`src/sv/utf8d_pkg.sv`:
```
// shared types and codes of the utf-8 stream decoder
package utf8d_pkg;

  localparam int unsigned CpW     = 21;
  localparam int unsigned StatusW = 3;
  localparam int unsigned CountW  = 3;
  localparam int unsigned PendW   = 2;

  localparam logic [StatusW-1:0] ST_OK       = 3'd0;
  localparam logic [StatusW-1:0] ST_STRAY    = 3'd1;
  localparam logic [StatusW-1:0] ST_BAD_LEAD = 3'd2;
  localparam logic [StatusW-1:0] ST_BAD_CONT = 3'd3;
  localparam logic [StatusW-1:0] ST_TRUNC    = 3'd4;

  localparam logic STRICT_RESET = 1'b1;

  // register index of strict_check
  localparam logic REG_STRICT = 1'b0;

  typedef struct packed {
    logic [PendW-1:0]  pending_count;
    logic [CpW-1:0]    partial_value;
    logic [CountW-1:0] bytes_seen;
  } state_t;

  typedef struct packed {
    logic               valid;
    logic [CpW-1:0]     code_point;
    logic [StatusW-1:0] status;
    logic [CountW-1:0]  byte_count;
    logic               end_of_text;
  } result_t;

endpackage

```
`src/sv/utf8d_step.sv`:
```
// one-byte decode step: next sequence state and optional result
module utf8d_step (
  input  logic [7:0]        data_byte,
  input  logic              last_byte,
  input  logic              strict_check,
  input  utf8d_pkg::state_t st,
  output utf8d_pkg::state_t st_nxt,
  output utf8d_pkg::result_t res
);

  logic                          err;
  logic [utf8d_pkg::StatusW-1:0] err_status;
  logic [utf8d_pkg::CountW-1:0]  cnt;
  logic [utf8d_pkg::CpW-1:0]     cont_bits;
  logic [utf8d_pkg::CpW-1:0]     merged;
  logic [utf8d_pkg::PendW-1:0]   pend_dec;

  always_comb begin
    err        = 1'b0;
    err_status = utf8d_pkg::ST_OK;
    st_nxt     = st;
    res        = '0;
    res.end_of_text = last_byte;
    cnt        = st.bytes_seen + 3'd1;
    pend_dec   = st.pending_count - 2'd1;
    // continuation payload placed by how many bytes are still due
    case (st.pending_count)
      2'd2:    cont_bits = {9'd0, data_byte[5:0], 6'd0};
      2'd3:    cont_bits = {3'd0, data_byte[5:0], 12'd0};
      default: cont_bits = {15'd0, data_byte[5:0]};
    endcase
    merged = st.partial_value | cont_bits;

    if (st.pending_count == 2'd0) begin
      cnt = 3'd1;
      if (!data_byte[7]) begin
        res.valid      = 1'b1;
        res.code_point = {13'd0, data_byte};
        res.status     = utf8d_pkg::ST_OK;
        res.byte_count = 3'd1;
      end else if (!data_byte[6]) begin
        err        = 1'b1;
        err_status = utf8d_pkg::ST_STRAY;
      end else if (data_byte[3] && data_byte[4] && data_byte[5] && strict_check) begin
        err        = 1'b1;
        err_status = utf8d_pkg::ST_BAD_LEAD;
      end else begin
        if (!data_byte[5]) begin
          st_nxt.partial_value = {10'd0, data_byte[4:0], 6'd0};
          st_nxt.pending_count = 2'd1;
        end else if (!data_byte[4]) begin
          st_nxt.partial_value = {5'd0, data_byte[3:0], 12'd0};
          st_nxt.pending_count = 2'd2;
        end else begin
          st_nxt.partial_value = {data_byte[2:0], 18'd0};
          st_nxt.pending_count = 2'd3;
        end
        st_nxt.bytes_seen = 3'd1;
        if (last_byte) begin
          err        = 1'b1;
          err_status = utf8d_pkg::ST_TRUNC;
        end
      end
    end else begin
      if (strict_check && (data_byte[7:6] != 2'b10)) begin
        err        = 1'b1;
        err_status = utf8d_pkg::ST_BAD_CONT;
      end else if (pend_dec == 2'd0) begin
        res.valid      = 1'b1;
        res.code_point = merged;
        res.status     = utf8d_pkg::ST_OK;
        res.byte_count = cnt;
        st_nxt         = '0;
      end else begin
        st_nxt.partial_value = merged;
        st_nxt.pending_count = pend_dec;
        st_nxt.bytes_seen    = cnt;
        if (last_byte) begin
          err        = 1'b1;
          err_status = utf8d_pkg::ST_TRUNC;
        end
      end
    end

    // any failure drops the partial sequence
    if (err) begin
      st_nxt         = '0;
      res.valid      = 1'b1;
      res.code_point = '0;
      res.status     = err_status;
      res.byte_count = cnt;
    end
  end

endmodule

```
`src/sv/utf8_stream_decoder_core.sv`:
```
// top level of the utf-8 stream decoder: byte channel in, code point channel out
//
// Decodes utf-8 text one byte per cycle while in_ready is high. Each accepted
// byte updates a small sequence state (continuation bytes still due, gathered
// code point bits, bytes taken) and may produce one result: a 21-bit code
// point with status ok, or an error status (stray continuation, bad 11111xxx
// lead, bad continuation, truncated text) that drops the open sequence. Results
// land in one output register in the cycle after the transfer; the input is ready
// whenever that register is empty or being taken, so with out_ready held high
// the block sustains one byte per cycle, limited only by the single
// state-update path between the state registers. in_last_byte marks the end
// of the text and is echoed as out_end_of_text; an unfinished sequence at that
// byte reports truncation. Overlong forms and surrogates are passed through.
// Register strict_check (address 0, reset 1) enables the bad-lead and
// bad-continuation checks; write it only while the block is idle.
module utf8_stream_decoder_core (
  input  logic        clk,
  input  logic        rst_n,
  // byte input channel
  input  logic        in_valid,
  output logic        in_ready,
  input  logic [7:0]  in_data_byte,
  input  logic        in_last_byte,
  // result channel
  output logic        out_valid,
  input  logic        out_ready,
  output logic [20:0] out_code_point,
  output logic [2:0]  out_status,
  output logic [2:0]  out_byte_count,
  output logic        out_end_of_text,
  // configuration port
  input  logic        psel,
  input  logic        penable,
  input  logic        pwrite,
  input  logic [2:0]  paddr,
  input  logic [31:0] pwdata,
  output logic [31:0] prdata,
  output logic        pready
);

  // configuration
  logic strict_r;
  logic strict_nxt;
  logic cfg_wr;

  // sequence state and result register
  utf8d_pkg::state_t  st_r;
  utf8d_pkg::state_t  st_nxt;
  utf8d_pkg::result_t step_res;
  utf8d_pkg::result_t res_r;
  utf8d_pkg::result_t res_nxt;
  logic               out_valid_r;
  logic               out_valid_nxt;
  logic               in_xfer;

  assign pready = 1'b1;
  assign cfg_wr = psel && penable && pwrite && pready;

  // register read mux, only strict_check is mapped
  always_comb begin
    prdata = '0;
    if (paddr[2] == utf8d_pkg::REG_STRICT) begin
      prdata[0] = strict_r;
    end
  end

  always_comb begin
    strict_nxt = strict_r;
    if (cfg_wr && (paddr[2] == utf8d_pkg::REG_STRICT)) begin
      strict_nxt = pwdata[0];
    end
  end

  // the output register frees when its result transfers out
  assign in_ready = !out_valid_r || out_ready;
  assign in_xfer  = in_valid && in_ready;

  utf8d_step u_step (
    .data_byte    (in_data_byte),
    .last_byte    (in_last_byte),
    .strict_check (strict_r),
    .st           (st_r),
    .st_nxt       (st_nxt),
    .res          (step_res)
  );

  always_comb begin
    out_valid_nxt = out_valid_r;
    res_nxt       = res_r;
    if (in_xfer) begin
      // a byte that completes nothing leaves the register empty
      out_valid_nxt = step_res.valid;
      res_nxt       = step_res;
    end else if (out_ready) begin
      out_valid_nxt = 1'b0;
    end
  end

  always_ff @(posedge clk) begin
    if (!rst_n) begin
      strict_r    <= utf8d_pkg::STRICT_RESET;
      st_r        <= '0;
      out_valid_r <= 1'b0;
    end else begin
      strict_r    <= strict_nxt;
      out_valid_r <= out_valid_nxt;
      if (in_xfer) begin
        st_r <= st_nxt;
      end
    end
  end

  // payload register, no reset needed
  always_ff @(posedge clk) begin
    res_r <= res_nxt;
  end

  assign out_valid       = out_valid_r;
  assign out_code_point  = res_r.code_point;
  assign out_status      = res_r.status;
  assign out_byte_count  = res_r.byte_count;
  assign out_end_of_text = res_r.end_of_text;

`ifndef ASSERT_OFF
  // errors never carry a code point
  a_err_zero_cp: assert property (@(posedge clk) disable iff (!rst_n)
    out_valid_r && (res_r.status != utf8d_pkg::ST_OK) |-> res_r.code_point == '0)
    else $error("error result with nonzero code point");

  // idle state holds no leftover bits
  a_idle_clean: assert property (@(posedge clk) disable iff (!rst_n)
    st_r.pending_count == 2'd0 |-> (st_r.bytes_seen == '0) && (st_r.partial_value == '0))
    else $error("idle decoder holds partial data");

  // the final byte of a text always closes the sequence
  a_last_closes: assert property (@(posedge clk) disable iff (!rst_n)
    in_xfer && in_last_byte |=> st_r.pending_count == 2'd0 && out_valid_r)
    else $error("sequence left open after final byte");

  // every result consumed one to four bytes
  a_count_range: assert property (@(posedge clk) disable iff (!rst_n)
    out_valid_r |-> (res_r.byte_count != 3'd0) && (res_r.byte_count <= 3'd4))
    else $error("byte count out of range");
`endif

endmodule

```
`config.mk`:
```
export PLATFORM = sky130hd
export DESIGN_NAME = utf8_stream_decoder_core
export DESIGN_NICKNAME = d
export VERILOG_FILES = /design/src/sv/utf8d_pkg.sv /design/src/sv/utf8d_step.sv /design/src/sv/utf8_stream_decoder_core.sv
export SDC_FILE = /design/constraint.sdc
export NUM_CORES = 1
export LEC_CHECK = 0
export BUFFER_PORTS_ARGS = -buffer_cell sky130_fd_sc_hd__buf_2
export CORE_MARGIN = 10
export CORE_UTILIZATION = 35
export DETAILED_ROUTE_END_ITERATION = 8
export GPL_TIMING_DRIVEN = 0
export SLEW_MARGIN = 0
export SYNTH_ARGS = -nofsm -noshare
export SYNTH_HDL_FRONTEND = slang
export SYNTH_SLANG_ARGS = --single-unit
export TNS_END_PERCENT = 100
```
`constraint.sdc`:
```
create_clock -name clk -period 2.3 [get_ports clk]
set_clock_uncertainty 0.05 [all_clocks]
set_input_delay 0.46 -clock clk [delete_from_list [all_inputs] [get_ports clk]]
set_output_delay 0.46 -clock clk [all_outputs]
set_load 0.02 [all_outputs]
```
== Word-level counts from Yosys, hierarchy flattened ==
Cells that the tools add are included.
Operators by class
  reductions and logical operators: 14
  eq/ne operators: 7
  mux-type cells: 33
  add/sub/neg operators: 2
  bitwise logic cells: 2
Operator list (count)
  $mux 26: 7
  $mux 28: 5
  $pmux 18 s2: 1
  $mux 3: 8
  $mux 23: 1
  $mux 22: 1
  $or 21x18->21: 1
  $mux 1: 10
  $ne 3x2->1 const B: 3
  $logic_and 1x1->1: 8
  $reduce_and 5->1: 1
  $eq 2x2->1 const B: 2
  $logic_not 2->1: 2
  $add 3x1->3 const B: 1
  $ne 3x1->1 const B: 1
  $ne 2x2->1 const B: 1
  $reduce_bool 2->1: 1
  $sub 2x1->2 const B: 1
  $logic_not 1->1: 1
  $logic_or 1x1->1: 1
  $not 1->1: 1
Storage, ports and cells
  output and inout bits: 63
  bits in registers: 56

== Depth between registers and ports, before layout ==
  depth in word-level cells: 9
  depth in mapped cells: 8

== Modules after synthesis ==
A second synthesis with hierarchy kept.
Unflattened totals
  cell total of the unflattened synthesis: 365
  area, all modules: 3412.0 µm²
Modules (own cells, without submodules)
  utf8_stream_decoder_core: instances 1, seq. area each 1401.3 µm², cells an instance 185, area each 2252.2 µm²
  utf8d_step: instances 1, seq. area each 0.0 µm², cells an instance 180, area each 1159.9 µm²

== Worst setup path before layout ==
OpenSTA, ideal clock, no wires.
  path kind: register to register
  start: register st_r[24] (netlist bit)
  end: register st_r[18] (netlist bit)
  data required time: 2.133 ns
  stages on the path, launching flop included: 8
  path buffers: 1
  setup slack: 0.428 ns
  arrival: 1.705 ns
  setup time: 0.117 ns
  period minus slack after synthesis: 1.872 ns
  path through: dfxtp_1 -> inv_1 -> ha_1 -> or2b_2 -> nand3_1 -> o21a_1 -> buf_4 -> a22o_2
Between the ends
  cells in the longest elaborated chain, start to end: 7
  elaborated cells between the ends (all ways): 19
  those cells by class: 1 x add/sub; 6 x eq/ne; 8 x mux; 1 x bitwise; 3 x reduce/logical
Ends and longest elaborated chain
  start, declared: line utf8_stream_decoder_core.sv:47  | utf8d_pkg::state_t st_r;
  start signal, assigned: line utf8_stream_decoder_core.sv:108  | st_r <= st_nxt;
  $sub 2x1->2 or $eq 2x2->1 (tied branches): line utf8d_step.sv:25, utf8d_step.sv:27
  $logic_not 2->1 or $pmux 18 s2 (tied branches): line utf8d_step.sv:68, utf8d_step.sv:27
  $mux 1 or $or 21x18->21 (tied branches): line utf8d_step.sv:68, utf8d_step.sv:32
  $mux 1 or $mux 26 (tied branches): line utf8d_step.sv:65, utf8d_step.sv:68
  $mux 1 or $mux 26 (tied branches): line utf8d_step.sv:34, utf8d_step.sv:65
  $ne 3x2->1 (no line), or another cell as far along
  $reduce_and 5->1 (no line) or $mux 26 (tied branches)
Parallel ways exist; a longest one is shown, timed or not. The select of a mux whose other input is x is not followed.
A chain may end at the register's enable or synchronous reset.

== Worst setup path after layout ==
  start: register st_r[25] (netlist bit)
  end: register res_r (netlist bit out_code_point[2]), data pin
Between the ends
  cells in the longest elaborated chain, start to end: 6
  elaborated cells between the ends (all ways): 13
  those cells by class: 1 x add/sub; 2 x eq/ne; 7 x mux; 1 x bitwise; 2 x reduce/logical
Ends and longest elaborated chain
  $eq 2x2->1: line utf8d_step.sv:27  | case (st.pending_count)
  $pmux 18 s2: line utf8d_step.sv:27
  $or 21x18->21: line utf8d_step.sv:32  | merged = st.partial_value | cont_bits;
  $mux 28: line utf8d_step.sv:68  | end else if (pend_dec == 2'd0) begin
  $mux 28: line utf8d_step.sv:65  | if (strict_check && (data_byte[7:6] != 2'b10)) begin
  $mux 28: line utf8d_step.sv:34  | if (st.pending_count == 2'd0) begin
  end signal, assigned: line utf8_stream_decoder_core.sv:115  | res_r <= res_nxt;
  end, declared: line utf8_stream_decoder_core.sv:50  | utf8d_pkg::result_t res_r;
Parallel ways exist; a longest one is shown, timed or not.

==> results.cfg <==
[status]
outcome = complete, no violations

[floorplanning]
die-width_um = 107
start_util_pct = 36.5
die_h_um = 107
rows = 31
die_area_um2 = 11500
core-area_um2 = 7330
top_level_ports = 114

[final_layout]
fin_util_pct = 44.7
antennaDiodeCount = 0
final_area_um2 = 3270
nNetsFinal = 389
drive_gt1_share_pct = 30.8
syn_to_final_growth_pct = 22.5
final_cells = 433

[placement]
portBuffers = 46
dp_hpwl_mm = 4.71
dp.cells = 425
dpl_worst_slack_ps = -13.6
gp_congestion = 0.846
placed_area_um2 = 3140

[clock_tree]
hold_buffers = 0
cts_tree = yes
clk_pin_slew_ps = 100
cts_buffers = 5
clockBufferDepth = 2
clock_latency_ps = 310
cts_setup_buffers = 0
cts_num_sinks = 56
htreeDepth = 2
cts-root-buf = clkbuf_8

[route]
via_count = 2007
routedWlPerCell_um = 14.5
wl_mm = 6.27
viasPerCell = 4.64
drt-initial-drc-count = 139
dr.pass1.iters = 4
antenna_left = 0
drc = 0

[yosys]
yosys-top-cells-count = 34 x buf_4, 28 x dfxtp_1, 28 x edfxtp_1
synth_area_um2 = 2670
synthArstFlopShare_pct = 0
synthCells = 250
synth_ff_type = edfxtp_1
synth_top_area_share_pct = 31.5
syn_area_per_cell_um2 = 10.7
yosysWarnings = 0
synth_cell_types = 49
synth_seq_cells = 56
synth_edf_count = 28
seq_area_frac_synth_pct = 52.4
synthTopCellsByArea = edfxtp_1 31%, dfxtp_1 21%, buf_4 9.6%
synth_most_common_cell = buf_4
synth_top_area_cell = edfxtp_1

[sta]
finalMaxSlewViolations = 0
setup_viol = 0
finalHoldViolCount = 0
max_slew.worst_pin.slew_ps = 1070
max_clock_freq_mhz = 468
finalCriticalPeriod_ps = 2140
setup_slack_ps = 161
slew-limit-headroom_pct = 28.4
min_period_over_period_pct = 93.0
hold_ws_ps = 328
grt_setup_unrepaired = false
setup_tns_ps = 0

[global_route]
grt_max_degree = 29
gr-total-overflow = 0
grt_pass1_vias = 2057
antenna_found_initial = 0
grt_pass1_wl_mm = 10.3
grt_usage_pct = 11.1

[pwr]
total_power_mw = 2.07
vdd_drop_max_mv = 0.248
p_per_area_nw_per_um2 = 632
leakage_nw = 1.42

[min_path]
hp-start = pwdata[0]
hold_class = in -> reg

[worst_setup_path]
cp.required_ps = 2430
worstSetupStartpointType = flop
cp.arrival_ps = 2270
critPathKind = reg -> reg
critical_path.startpoint = st_r[25]
worstPathMaxFanout = 10
crit_path_end_kind = flop
r2r_start = st_r[25]

[flow_run]
max_cap_viol_count = 0
## what timing repair did
item,4_1_cts,5_1_grt
gates resized for setup,1,4
pin swaps,0,1
setup endpoints to repair,6,25
## report_power, final
group	internal (mW)	leakage [nW]	switching [mW]
combinational	0.113	0.859	0.214
sequential	1.09	0.507	0.0121
clock	0.329	0.0558	0.314
## logic make-up (layout without fill, tap and decap cells)
family	count (synthesis)	in the layout	share of synthesized area (%)
compound gates	67	67	18.4
simple gates	67	67	13.6
flops	56	56	52.4
buf+inv	52	106	12.7
fa+ha+maj	5	5	2.34
other cells	2	32	0.281
xor+xnor	1	1	0.328
## placed cells by master, fill, tap and decap left out, types with 2 or more instances in the layout
master	netlist	final
buf_2	1	47
buf_4	34	34
conb_1	2	32
edfxtp_1	28	28
dfxtp_1	28	28
nor2_1	27	27
a21oi_1	21	20
a22o_1	17	17
inv_1	8	8
nand2_1	8	8
clkbuf_1	6	7
o21ai_0	6	6
nand3_1	6	5
ha_1	5	5
clkbuf_8	0	5
nand4_1	4	4
nand2b_1	4	4
and3_1	4	4
nor2b_1	4	3
a31oi_1	3	3
buf_6	2	2
o22ai_1	2	2
o32ai_1	2	2
## layout make-up
class | instances | area, um^2
Multi-Input combinational cell | 172 | 1070
Inverter | 8 | 30.0
Timing Repair Buffer | 46 | 230
Clock inverter | 2 | 38.8
Fill cell | 709 | 4060
Sequential cell | 56 | 1400
Clock buffer | 6 | 72.6
Tap cell | 99 | 124
Buffer | 44 | 309
## worst max-delay path, cell delays in order (launching register included)
cell and delay [ps]:
dfxtp_1 410, inv_1 100, ha_1 240, buf_4 190, nor2b_2 190, o21ai_1 200, o31ai_4 410, a22o_1 200
## routing by layer
metal	routed length, um	vias up	GRT usage (%)
met5	0	-	0
met4	81	0	3.72
met3	470	5	3.95
met2	2870	77	17.6
met1	2850	912	13.6
li1	-	1013	-
## sequential cells by signal, summed over array words and instances, names as in the netlist
signal,count
out_valid,1
out_status,3
out_code_point,21
out_end_of_text,1
strict_r,1
out_byte_count,3
st_r,26
## path summary, 6_finish.rpt
kind	depth (start not counted)	to	slack, ps
setup / recovery	7	out_code_point[2]	160
hold / removal	3	strict_r	330
setup reg to reg	7	out_code_point[2]	160
hold reg to reg	1	st_r[21]	430
(Power assumes the default switching activity.)
